**src/sv/tgfr_pkg.sv**
```systemverilog
// ----------------------------------------------------------------------------
// tgfr_pkg
// shared types, codes and constants of the grip force regulator
// ----------------------------------------------------------------------------
package tgfr_pkg;

  localparam int unsigned NUM_TAXELS_DEF = 12;
  localparam int unsigned TAXEL_BITS_DEF = 16;

  localparam int unsigned ACC_W       = 20;
  localparam int unsigned LHS_W       = 27;
  localparam int unsigned LO_W        = 27;
  localparam int unsigned HI_W        = 28;
  localparam int unsigned CFG_IDX_W   = 3;
  localparam int unsigned CFG_DATA_W  = 23;
  localparam int unsigned S_DATA_W    = 48;
  localparam int unsigned M_DATA_W    = 40;
  localparam int unsigned M_USER_W    = 4;
  localparam int unsigned QUEUE_DEPTH = 2;

  localparam logic [ACC_W-1:0] ACC_MAX = '1;
  localparam logic [6:0]       PERCENT = 7'd100;
  localparam logic [7:0]       PRESSURE_MAX = 8'd255;

  // request kinds
  localparam logic [1:0] REQ_DYNAMIC  = 2'd0;
  localparam logic [1:0] REQ_TAXEL    = 2'd1;
  localparam logic [1:0] REQ_POSITION = 2'd2;

  // register indexes
  localparam logic [CFG_IDX_W-1:0] CFG_TARGET      = 3'd0;
  localparam logic [CFG_IDX_W-1:0] CFG_BAND        = 3'd1;
  localparam logic [CFG_IDX_W-1:0] CFG_STEP        = 3'd2;
  localparam logic [CFG_IDX_W-1:0] CFG_THRESHOLD   = 3'd3;
  localparam logic [CFG_IDX_W-1:0] CFG_CLOSE_SPEED = 3'd4;
  localparam logic [CFG_IDX_W-1:0] CFG_REG_SPEED   = 3'd5;

  // register reset values
  localparam logic [19:0] TARGET_RST      = 20'd0;
  localparam logic [6:0]  BAND_RST        = 7'd35;
  localparam logic [7:0]  STEP_RST        = 8'd1;
  localparam logic [22:0] THRESHOLD_RST   = 23'd8913;
  localparam logic [7:0]  CLOSE_SPEED_RST = 8'd5;
  localparam logic [7:0]  REG_SPEED_RST   = 8'd1;

  // phase codes
  localparam logic [1:0] PHASE_CLOSING  = 2'd0;
  localparam logic [1:0] PHASE_BASELINE = 2'd1;
  localparam logic [1:0] PHASE_REGULATE = 2'd2;
  localparam logic [1:0] PHASE_HOLDING  = 2'd3;

  // force status codes
  localparam logic [1:0] STATUS_NONE      = 2'd0;
  localparam logic [1:0] STATUS_EXCESSIVE = 2'd1;
  localparam logic [1:0] STATUS_WEAK      = 2'd2;
  localparam logic [1:0] STATUS_INBAND    = 2'd3;

  typedef enum logic [1:0] {
    OP_CONTACT,
    OP_TAXEL,
    OP_POSITION
  } op_e;

  typedef struct packed {
    op_e         kind;
    logic [15:0] taxel;
    logic        last;
    logic [7:0]  position;
  } op_t;

  typedef struct packed {
    logic [19:0] target;
    logic [6:0]  band;
    logic [7:0]  step;
    logic [22:0] threshold;
    logic [7:0]  close_speed;
    logic [7:0]  regulate_speed;
  } cfg_t;

  typedef struct packed {
    logic [7:0]       pressure;
    logic [7:0]       speed;
    logic             go;
    logic [1:0]       phase;
    logic [ACC_W-1:0] deviation;
    logic [1:0]       status;
  } res_t;

endpackage

```
**src/sv/tgfr_front.sv**
```systemverilog
// ----------------------------------------------------------------------------
// tgfr_front
// accepts stream items, drops idle ones and turns the rest into queue ops
// ----------------------------------------------------------------------------
module tgfr_front (
  input  logic                          s_axis_tvalid,
  output logic                          s_axis_tready,
  input  logic [tgfr_pkg::S_DATA_W-1:0] s_axis_tdata,
  input  logic                          s_axis_tlast,
  input  logic [1:0]                    s_axis_tuser,
  input  logic [22:0]                   threshold_i,
  input  logic                          q_full_i,
  output logic                          push_o,
  output tgfr_pkg::op_t                 op_o
);
  import tgfr_pkg::*;

  logic signed [23:0] dyn;
  logic [23:0]        mag;
  logic               keep;

  assign dyn = s_axis_tdata[23:0];
  assign mag = dyn[23] ? 24'(-dyn) : 24'(dyn);

  always_comb begin
    keep    = 1'b0;
    op_o    = '0;
    op_o.taxel    = s_axis_tdata[39:24];
    op_o.last     = s_axis_tlast;
    op_o.position = s_axis_tdata[47:40];
    case (s_axis_tuser)
      REQ_DYNAMIC: begin
        keep      = mag > {1'b0, threshold_i};
        op_o.kind = OP_CONTACT;
      end
      REQ_TAXEL: begin
        keep      = 1'b1;
        op_o.kind = OP_TAXEL;
      end
      REQ_POSITION: begin
        keep      = 1'b1;
        op_o.kind = OP_POSITION;
      end
      default: begin
        keep      = 1'b0;
        op_o.kind = OP_POSITION;
      end
    endcase
  end

  assign s_axis_tready = !q_full_i;
  assign push_o        = s_axis_tvalid && !q_full_i && keep;

endmodule

```
**src/sv/tgfr_queue.sv**
```systemverilog
// ----------------------------------------------------------------------------
// tgfr_queue
// short op queue between front and back end
// ----------------------------------------------------------------------------
module tgfr_queue (
  input  logic          clk_i,
  input  logic          rst_ni,
  input  logic          push_i,
  input  tgfr_pkg::op_t data_i,
  output logic          full_o,
  input  logic          pop_i,
  output logic          valid_o,
  output tgfr_pkg::op_t data_o
);
  import tgfr_pkg::*;

  localparam int unsigned PTR_W = (QUEUE_DEPTH > 1) ? $clog2(QUEUE_DEPTH) : 1;
  localparam int unsigned CNT_W = $clog2(QUEUE_DEPTH + 1);
  localparam logic [PTR_W-1:0] LAST_PTR = PTR_W'(QUEUE_DEPTH - 1);

  op_t              mem_q [QUEUE_DEPTH];
  logic [PTR_W-1:0] wr_ptr_q, wr_ptr_d;
  logic [PTR_W-1:0] rd_ptr_q, rd_ptr_d;
  logic [CNT_W-1:0] count_q, count_d;
  logic             do_push, do_pop;

  assign full_o  = count_q == CNT_W'(QUEUE_DEPTH);
  assign valid_o = count_q != '0;
  assign data_o  = mem_q[rd_ptr_q];
  assign do_push = push_i && !full_o;
  assign do_pop  = pop_i && valid_o;

  always_comb begin
    wr_ptr_d = wr_ptr_q;
    rd_ptr_d = rd_ptr_q;
    count_d  = count_q;
    if (do_push) begin
      wr_ptr_d = (wr_ptr_q == LAST_PTR) ? '0 : wr_ptr_q + 1'b1;
    end
    if (do_pop) begin
      rd_ptr_d = (rd_ptr_q == LAST_PTR) ? '0 : rd_ptr_q + 1'b1;
    end
    if (do_push && !do_pop) begin
      count_d = count_q + 1'b1;
    end else if (do_pop && !do_push) begin
      count_d = count_q - 1'b1;
    end
  end

  always_ff @(posedge clk_i or negedge rst_ni) begin
    if (!rst_ni) begin
      wr_ptr_q <= '0;
      rd_ptr_q <= '0;
      count_q  <= '0;
    end else begin
      wr_ptr_q <= wr_ptr_d;
      rd_ptr_q <= rd_ptr_d;
      count_q  <= count_d;
    end
  end

  always_ff @(posedge clk_i) begin
    if (do_push) begin
      mem_q[wr_ptr_q] <= data_i;
    end
  end

endmodule

```
**src/sv/tgfr_back.sv**
```systemverilog
// ----------------------------------------------------------------------------
// tgfr_back
// grip sequencer: contact stop, baseline capture, force regulation
// ----------------------------------------------------------------------------
module tgfr_back #(
  parameter int unsigned NUM_TAXELS = tgfr_pkg::NUM_TAXELS_DEF,
  parameter int unsigned TAXEL_BITS = tgfr_pkg::TAXEL_BITS_DEF
) (
  input  logic           clk_i,
  input  logic           rst_ni,
  input  tgfr_pkg::cfg_t cfg_i,
  input  logic           op_valid_i,
  input  tgfr_pkg::op_t  op_i,
  output logic           pop_o,
  input  logic           res_ready_i,
  output logic           res_valid_o,
  output tgfr_pkg::res_t res_o
);
  import tgfr_pkg::*;

  localparam int unsigned IDX_W  = $clog2(NUM_TAXELS + 1);
  localparam int unsigned MEM_AW = (NUM_TAXELS > 1) ? $clog2(NUM_TAXELS) : 1;
  localparam int unsigned SUM_W  = ((TAXEL_BITS > ACC_W) ? TAXEL_BITS : ACC_W) + 1;

  typedef enum logic [1:0] {
    S_CLOSING  = PHASE_CLOSING,
    S_BASELINE = PHASE_BASELINE,
    S_REGULATE = PHASE_REGULATE,
    S_HOLDING  = PHASE_HOLDING
  } phase_e;

  phase_e                phase_q, phase_d;
  logic [IDX_W-1:0]      idx_q, idx_d;
  logic [ACC_W-1:0]      acc_q, acc_d;
  logic [7:0]            press_q, press_d;
  logic [7:0]            lastpos_q, lastpos_d;
  logic                  res_valid_q, res_valid_d;
  res_t                  res_q, res_d;

  logic [TAXEL_BITS-1:0] base_q [NUM_TAXELS];
  logic [HI_W-1:0]       hi_q;
  logic [LO_W-1:0]       lo_q;
  logic                  lo_en_q;

  logic                  fire, base_we, in_range;
  logic [TAXEL_BITS-1:0] tv, base_rd, diff;
  logic [SUM_W-1:0]      acc_sum;
  logic [ACC_W-1:0]      acc_sat, frame_sum;
  logic [LHS_W-1:0]      lhs;
  logic                  too_high, too_low;

  assign fire     = op_valid_i && (!res_valid_q || res_ready_i);
  assign pop_o    = fire;
  assign in_range = idx_q < IDX_W'(NUM_TAXELS);
  assign tv       = TAXEL_BITS'(op_i.taxel);
  assign base_rd  = base_q[idx_q[MEM_AW-1:0]];
  assign diff     = (tv >= base_rd) ? tv - base_rd : base_rd - tv;
  assign acc_sum  = SUM_W'(acc_q) + SUM_W'(diff);
  assign acc_sat  = (acc_sum > SUM_W'(ACC_MAX)) ? ACC_MAX : acc_sum[ACC_W-1:0];
  assign frame_sum = in_range ? acc_sat : acc_q;
  assign lhs      = LHS_W'(frame_sum) * LHS_W'(PERCENT);
  assign too_high = {1'b0, lhs} > hi_q;
  assign too_low  = lo_en_q && (lhs < lo_q);

  always_comb begin
    phase_d   = phase_q;
    idx_d     = idx_q;
    acc_d     = acc_q;
    press_d   = press_q;
    lastpos_d = lastpos_q;
    res_d     = res_q;
    base_we   = 1'b0;
    res_valid_d = res_valid_q && !res_ready_i;
    if (fire) begin
      case (op_i.kind)
        OP_POSITION: begin
          lastpos_d = op_i.position;
        end
        OP_CONTACT: begin
          if (phase_q == S_CLOSING) begin
            phase_d         = S_BASELINE;
            idx_d           = '0;
            acc_d           = '0;
            res_valid_d     = 1'b1;
            res_d.pressure  = press_q;
            res_d.speed     = cfg_i.close_speed;
            res_d.go        = 1'b0;
            res_d.phase     = PHASE_BASELINE;
            res_d.deviation = '0;
            res_d.status    = STATUS_NONE;
          end
        end
        OP_TAXEL: begin
          if (phase_q == S_BASELINE || phase_q == S_REGULATE) begin
            if (in_range) begin
              idx_d = idx_q + 1'b1;
              if (phase_q == S_BASELINE) begin
                base_we = 1'b1;
              end else begin
                acc_d = acc_sat;
              end
            end
            if (op_i.last) begin
              idx_d       = '0;
              acc_d       = '0;
              res_valid_d = 1'b1;
              res_d.speed = cfg_i.regulate_speed;
              res_d.go    = 1'b1;
              if (phase_q == S_BASELINE) begin
                phase_d         = S_REGULATE;
                press_d         = lastpos_q;
                res_d.deviation = '0;
                res_d.status    = STATUS_NONE;
              end else begin
                res_d.deviation = frame_sum;
                if (too_high) begin
                  res_d.status = STATUS_EXCESSIVE;
                  if (press_q >= cfg_i.step) begin
                    press_d = press_q - cfg_i.step;
                  end
                end else if (too_low) begin
                  res_d.status = STATUS_WEAK;
                  if ({1'b0, press_q} + {1'b0, cfg_i.step} <= {1'b0, PRESSURE_MAX}) begin
                    press_d = press_q + cfg_i.step;
                  end
                end else begin
                  res_d.status = STATUS_INBAND;
                  phase_d      = S_HOLDING;
                end
              end
              res_d.pressure = press_d;
              res_d.phase    = phase_d;
            end
          end
        end
        default: ;
      endcase
    end
  end

  always_ff @(posedge clk_i or negedge rst_ni) begin
    if (!rst_ni) begin
      phase_q     <= S_CLOSING;
      idx_q       <= '0;
      acc_q       <= '0;
      press_q     <= PRESSURE_MAX;
      lastpos_q   <= '0;
      res_valid_q <= 1'b0;
    end else begin
      phase_q     <= phase_d;
      idx_q       <= idx_d;
      acc_q       <= acc_d;
      press_q     <= press_d;
      lastpos_q   <= lastpos_d;
      res_valid_q <= res_valid_d;
    end
  end

  // band limits follow the static config registers
  always_ff @(posedge clk_i) begin
    res_q   <= res_d;
    hi_q    <= HI_W'(cfg_i.target) * HI_W'({1'b0, PERCENT} + {1'b0, cfg_i.band});
    lo_q    <= LO_W'(cfg_i.target) * LO_W'(PERCENT - cfg_i.band);
    lo_en_q <= cfg_i.band <= PERCENT;
  end

  always_ff @(posedge clk_i) begin
    if (base_we) begin
      base_q[idx_q[MEM_AW-1:0]] <= tv;
    end
  end

  assign res_valid_o = res_valid_q;
  assign res_o       = res_q;

endmodule

```
**src/sv/tactile_grip_force_regulator_top.sv**
```systemverilog
// Path: a result is presented on the master side once the item that causes it has passed
//   the queue stage, then the registered back end, which a stalled result holds.
// Throughput: one item per cycle unless the queue is full; the back end retires one queued
//   op per cycle unless stalled, with taxel accumulate and band compare in that cycle.
// Reset: asynchronous, active low; control state and config registers return to their
//   defaults at once, no clearing pass; the baseline store is not cleared.
// ----------------------------------------------------------------------------
// tactile_grip_force_regulator_top
// grip sequencer and force regulator: stream front end, op queue, back end
// ----------------------------------------------------------------------------
module tactile_grip_force_regulator_top #(
  parameter int unsigned NUM_TAXELS = tgfr_pkg::NUM_TAXELS_DEF,
  parameter int unsigned TAXEL_BITS = tgfr_pkg::TAXEL_BITS_DEF
) (
  input  logic                            clk_i,
  input  logic                            rst_ni,
  input  logic                            s_axis_tvalid,
  output logic                            s_axis_tready,
  // dynamic_value[23:0], taxel_value[39:24], position_report[47:40]
  input  logic [tgfr_pkg::S_DATA_W-1:0]   s_axis_tdata,
  input  logic                            s_axis_tlast,
  // req_type[1:0]
  input  logic [1:0]                      s_axis_tuser,
  output logic                            m_axis_tvalid,
  input  logic                            m_axis_tready,
  // pressure_cmd[7:0], speed_cmd[15:8], go_cmd[16], total_deviation[36:17], zero[39:37]
  output logic [tgfr_pkg::M_DATA_W-1:0]   m_axis_tdata,
  // phase[1:0], force_status[3:2]
  output logic [tgfr_pkg::M_USER_W-1:0]   m_axis_tuser,
  input  logic                            cfg_valid_i,
  output logic                            cfg_ready_o,
  input  logic [tgfr_pkg::CFG_IDX_W-1:0]  cfg_index_i,
  input  logic [tgfr_pkg::CFG_DATA_W-1:0] cfg_data_i
);
  import tgfr_pkg::*;

  cfg_t cfg_q;
  op_t  front_op, queue_op;
  logic push, q_full, q_valid, pop;
  logic res_valid;
  res_t res;

  assign cfg_ready_o = 1'b1;

  always_ff @(posedge clk_i or negedge rst_ni) begin
    if (!rst_ni) begin
      cfg_q.target         <= TARGET_RST;
      cfg_q.band           <= BAND_RST;
      cfg_q.step           <= STEP_RST;
      cfg_q.threshold      <= THRESHOLD_RST;
      cfg_q.close_speed    <= CLOSE_SPEED_RST;
      cfg_q.regulate_speed <= REG_SPEED_RST;
    end else if (cfg_valid_i) begin
      case (cfg_index_i)
        CFG_TARGET:      cfg_q.target         <= cfg_data_i[19:0];
        CFG_BAND:        cfg_q.band           <= cfg_data_i[6:0];
        CFG_STEP:        cfg_q.step           <= cfg_data_i[7:0];
        CFG_THRESHOLD:   cfg_q.threshold      <= cfg_data_i[22:0];
        CFG_CLOSE_SPEED: cfg_q.close_speed    <= cfg_data_i[7:0];
        CFG_REG_SPEED:   cfg_q.regulate_speed <= cfg_data_i[7:0];
        default: ;
      endcase
    end
  end

  tgfr_front u_front (
    .s_axis_tvalid (s_axis_tvalid),
    .s_axis_tready (s_axis_tready),
    .s_axis_tdata  (s_axis_tdata),
    .s_axis_tlast  (s_axis_tlast),
    .s_axis_tuser  (s_axis_tuser),
    .threshold_i   (cfg_q.threshold),
    .q_full_i      (q_full),
    .push_o        (push),
    .op_o          (front_op)
  );

  tgfr_queue u_queue (
    .clk_i   (clk_i),
    .rst_ni  (rst_ni),
    .push_i  (push),
    .data_i  (front_op),
    .full_o  (q_full),
    .pop_i   (pop),
    .valid_o (q_valid),
    .data_o  (queue_op)
  );

  tgfr_back #(
    .NUM_TAXELS (NUM_TAXELS),
    .TAXEL_BITS (TAXEL_BITS)
  ) u_back (
    .clk_i       (clk_i),
    .rst_ni      (rst_ni),
    .cfg_i       (cfg_q),
    .op_valid_i  (q_valid),
    .op_i        (queue_op),
    .pop_o       (pop),
    .res_ready_i (m_axis_tready),
    .res_valid_o (res_valid),
    .res_o       (res)
  );

  assign m_axis_tvalid = res_valid;
  assign m_axis_tdata  = {3'b000, res.deviation, res.go, res.speed, res.pressure};
  assign m_axis_tuser  = {res.status, res.phase};

endmodule

```
**config.mk**
```make
export PLATFORM = sky130hd
export DESIGN_NAME = tactile_grip_force_regulator_top
export DESIGN_NICKNAME = d
export VERILOG_FILES = /design/src/sv/tgfr_pkg.sv /design/src/sv/tgfr_front.sv /design/src/sv/tgfr_queue.sv /design/src/sv/tgfr_back.sv /design/src/sv/tactile_grip_force_regulator_top.sv
export SDC_FILE = /design/constraint.sdc
export NUM_CORES = 2
export LEC_CHECK = 0
export BUFFER_PORTS_ARGS = -buffer_cell sky130_fd_sc_hd__buf_2
export CAP_MARGIN = 20
export CORE_ASPECT_RATIO = 1.4
export CORE_MARGIN = 2
export CORE_UTILIZATION = 35
export DETAILED_ROUTE_END_ITERATION = 8
export PLACE_DENSITY_LB_ADDON = 0.25
export SLEW_MARGIN = 25
export SYNTH_ARGS = -nofsm -noshare
export SYNTH_HDL_FRONTEND = slang
export SYNTH_SLANG_ARGS = --single-unit
```
**constraint.sdc**
```tcl
create_clock -name clk_i -period 14.08 [get_ports clk_i]
set_input_delay 2.112 -clock clk_i [delete_from_list [all_inputs] [get_ports clk_i]]
set_output_delay 2.112 -clock clk_i [all_outputs]
set_load 0.05 [all_outputs]
```
==> results_dict.tcl <==
set metrics [dict create \
    outcome "complete, no violations" \
    via_count 24800 \
    place_congestion 0.847 \
    synth_top_family_by_area "adder cells" \
    synth_seq_cells 463 \
    ys_seq_area_frac 0.344 \
    synth_top_area_cell "edfxtp_1" \
    syn_area_um2 37200 \
    wl_per_cell_um 18.9 \
    start_util 0.352 \
    tns_ns 0 \
    ys.flop_type "edfxtp_1" \
    cts_tree "yes" \
    hold_path_class "reg -> reg" \
    core_region_area_um2 105000 \
    synth_xor_xnor_area_share 0.0313 \
    max_cap_viol_count 0 \
    wl_um 94000 \
    num_rows 141 \
    finalCritPeriodShare 0.919 \
    synth_top_area_share 0.232 \
    required_ns 14.57 \
    root_buffer "clkbuf_16" \
    tightest_slew_ns 0.970 \
    grt_setup_unrepaired "no" \
    grt_overflow 0 \
    final-hold-violation-count 0 \
    layout-drive-gt1-share 0.124 \
    grt_first_pass_wirelength_um 149000 \
    relSlewSlack 0.348 \
    synth.most_common_cell "inv_1" \
    arrival_ns 13.43 \
    drtIter0Drc 1212 \
    nNetsFinal 4331 \
    synth-edff-count 287 \
    nFillCells 10300 \
    cts_buffers 52 \
    cp.buffers_inverters 5 \
    synth.avg_cell_area_um2 10.7 \
    fin_util 0.392 \
    first_pass_iters 5 \
    synthTopCellsByArea "edfxtp_1 23%, fa_1 17%, ha_1 12%, dfrtp_1 6.7%, inv_1 5.9%" \
    post_cts_buffers 0 \
    maxSlewViolCount 0 \
    clk_path_buf_depth 3 \
    cp-end-kind "register" \
    critPathTopFamily "compound AO/OA/AOI/OAI gates" \
    fin_cells 4985 \
    io_buffers 124 \
    grt_pass1_vias 26300 \
    fmax_mhz 77.3 \
    place.detailed.instances 4887 \
    crit_path_start_kind "register" \
    yosys.area_share.adder 0.289 \
    die_h_um 390 \
    final.setup.worst_slack_ns 1.14 \
    dp_slack_ns 0.712 \
    antenna_found_initial 2 \
    clk_latency_ns 0.64 \
    globalRouteTotalUtil 0.175 \
    finalSetupViolations 0 \
    ios 129 \
    yosys_warnings 0 \
    cts_max_level 2 \
    ant_nets 0 \
    yosysUniqueCellTypes 83 \
    synthCells 3467 \
    synth_compound_area_frac 0.0881 \
    cts_num_sinks 463 \
    dieArea_um2 109000 \
    path_class "reg -> reg" \
    syn2layout_area_growth_pct 11.3 \
    cpMaxStageDelayCell "dfrtp_4" \
    layout_min_cycle_time_ns 12.94 \
    dieWidth_um 279 \
    path_clk_slew_ns 0.06 \
    r2r_setup_slack_ns 1.14 \
    synthSimpleGateAreaFrac 0.106 \
    async_flop_share 0.261 \
    max_stage_delay_ns 0.62 \
    worst_path_most_repeated_cell "ha_1" \
    crit_path_max_fanout 28 \
    fin_skew_ns 0.0480 \
    grt_max_degree 67 \
    synthMuxAreaShare 0.0691 \
    via_per_inst 4.97 \
    dp_hpwl_um 73800 \
    synthTopCellsByCount "587 x inv_1, 343 x ha_1, 323 x fa_1" \
    drc_errors 0 \
]
-- metrics by stage --
stage / hold slack [ns] / cell area, um^2
after global placement: 0.484 / 39500
after detailed placement: 0.493 / 39600
after floorplan: 0.464 / 37200
after global routing: 0.515 / 41400
final: 0.503 / 41400
after CTS: 0.505 / 41400
-- state kept, by name, indices dropped and copies added, names as in the netlist, 2 cells and up --
register          count
cfg_q                74
u_back.acc_q         20
u_back.base_q       192
u_back.hi_q          28
u_back.idx_q          4
u_back.lastpos_q      8
u_back.lo_q          26
u_back.phase_q        2
u_back.press_q        8
u_back.res_o         41
u_queue.count_q       2
u_queue.mem_q        54
-- path summary, 6_finish.rpt --
check	to	depth (start not counted)	from
min in group asynchronous	u_back.lastpos_q[1]	1	rst_ni
setup / recovery	u_back.res_o[36]	50	u_back.idx_q[0]
max in group asynchronous	cfg_q[30]	2	rst_ni
setup reg to reg	u_back.res_o[36]	50	u_back.idx_q[0]
hold reg to reg	cfg_q[2]	1	cfg_q[2]
hold / removal	cfg_q[2]	1	cfg_q[2]
-- repair_timing --
| item | in CTS | in global routing |
|---|---|---|
| setup endpoints to repair | 0 | 12 |
| resized for setup | 0 | 4 |
| hold buffers | 0 | 0 |
-- kinds of logic after synthesis --
| logic type | count (synthesis) |
|---|---|
| buffers and inverters | 710 |
| multiplexers | 186 |
| XOR/XNOR | 133 |
| other | 2 |
| AO/OA/AOI/OAI | 498 |
| flip-flops | 463 |
| adder cells (fa/ha/maj) | 666 |
| AND/OR/NAND/NOR | 809 |
-- routing by layer --
layer	part of all wire	track usage	vias up
li1	-	-	11800
met1	0.39	0.203	12500
met2	0.55	0.339	328
met3	0.029	0.0200	138
met4	0.026	0.0469	2
met5	0.000085	0	-
-- area by class of cell --
type | instances | area (um^2) | area share
Inverter | 589 | 2210 | 0.0534
Sequential cell | 463 | 12800 | 0.309
Clock buffer | 65 | 1380 | 0.0333
Timing Repair Buffer | 181 | 1070 | 0.0258
Clock inverter | 31 | 414 | 0.0100
Antenna cell | 2 | 5.00 | 0.000121
Multi-Input combinational cell | 2296 | 21800 | 0.527
Tap cell | 1358 | 1700 | 0.0411
-- layout by cell type, fill, tap and decap left out, types with 95 or more instances in the layout --
cell / count
a21oi_1: 119
and2_1: 133
buf_2: 123
dfrtp_1: 97
edfxtp_1: 287
fa_1: 323
ha_1: 343
inv_1: 587
nand2_1: 320
nor2_1: 124
xnor2_1: 95
Power is left out: the tool's default activity adds up to more than one toggle a clock period on the data nets, which glitch-free logic cannot reach.
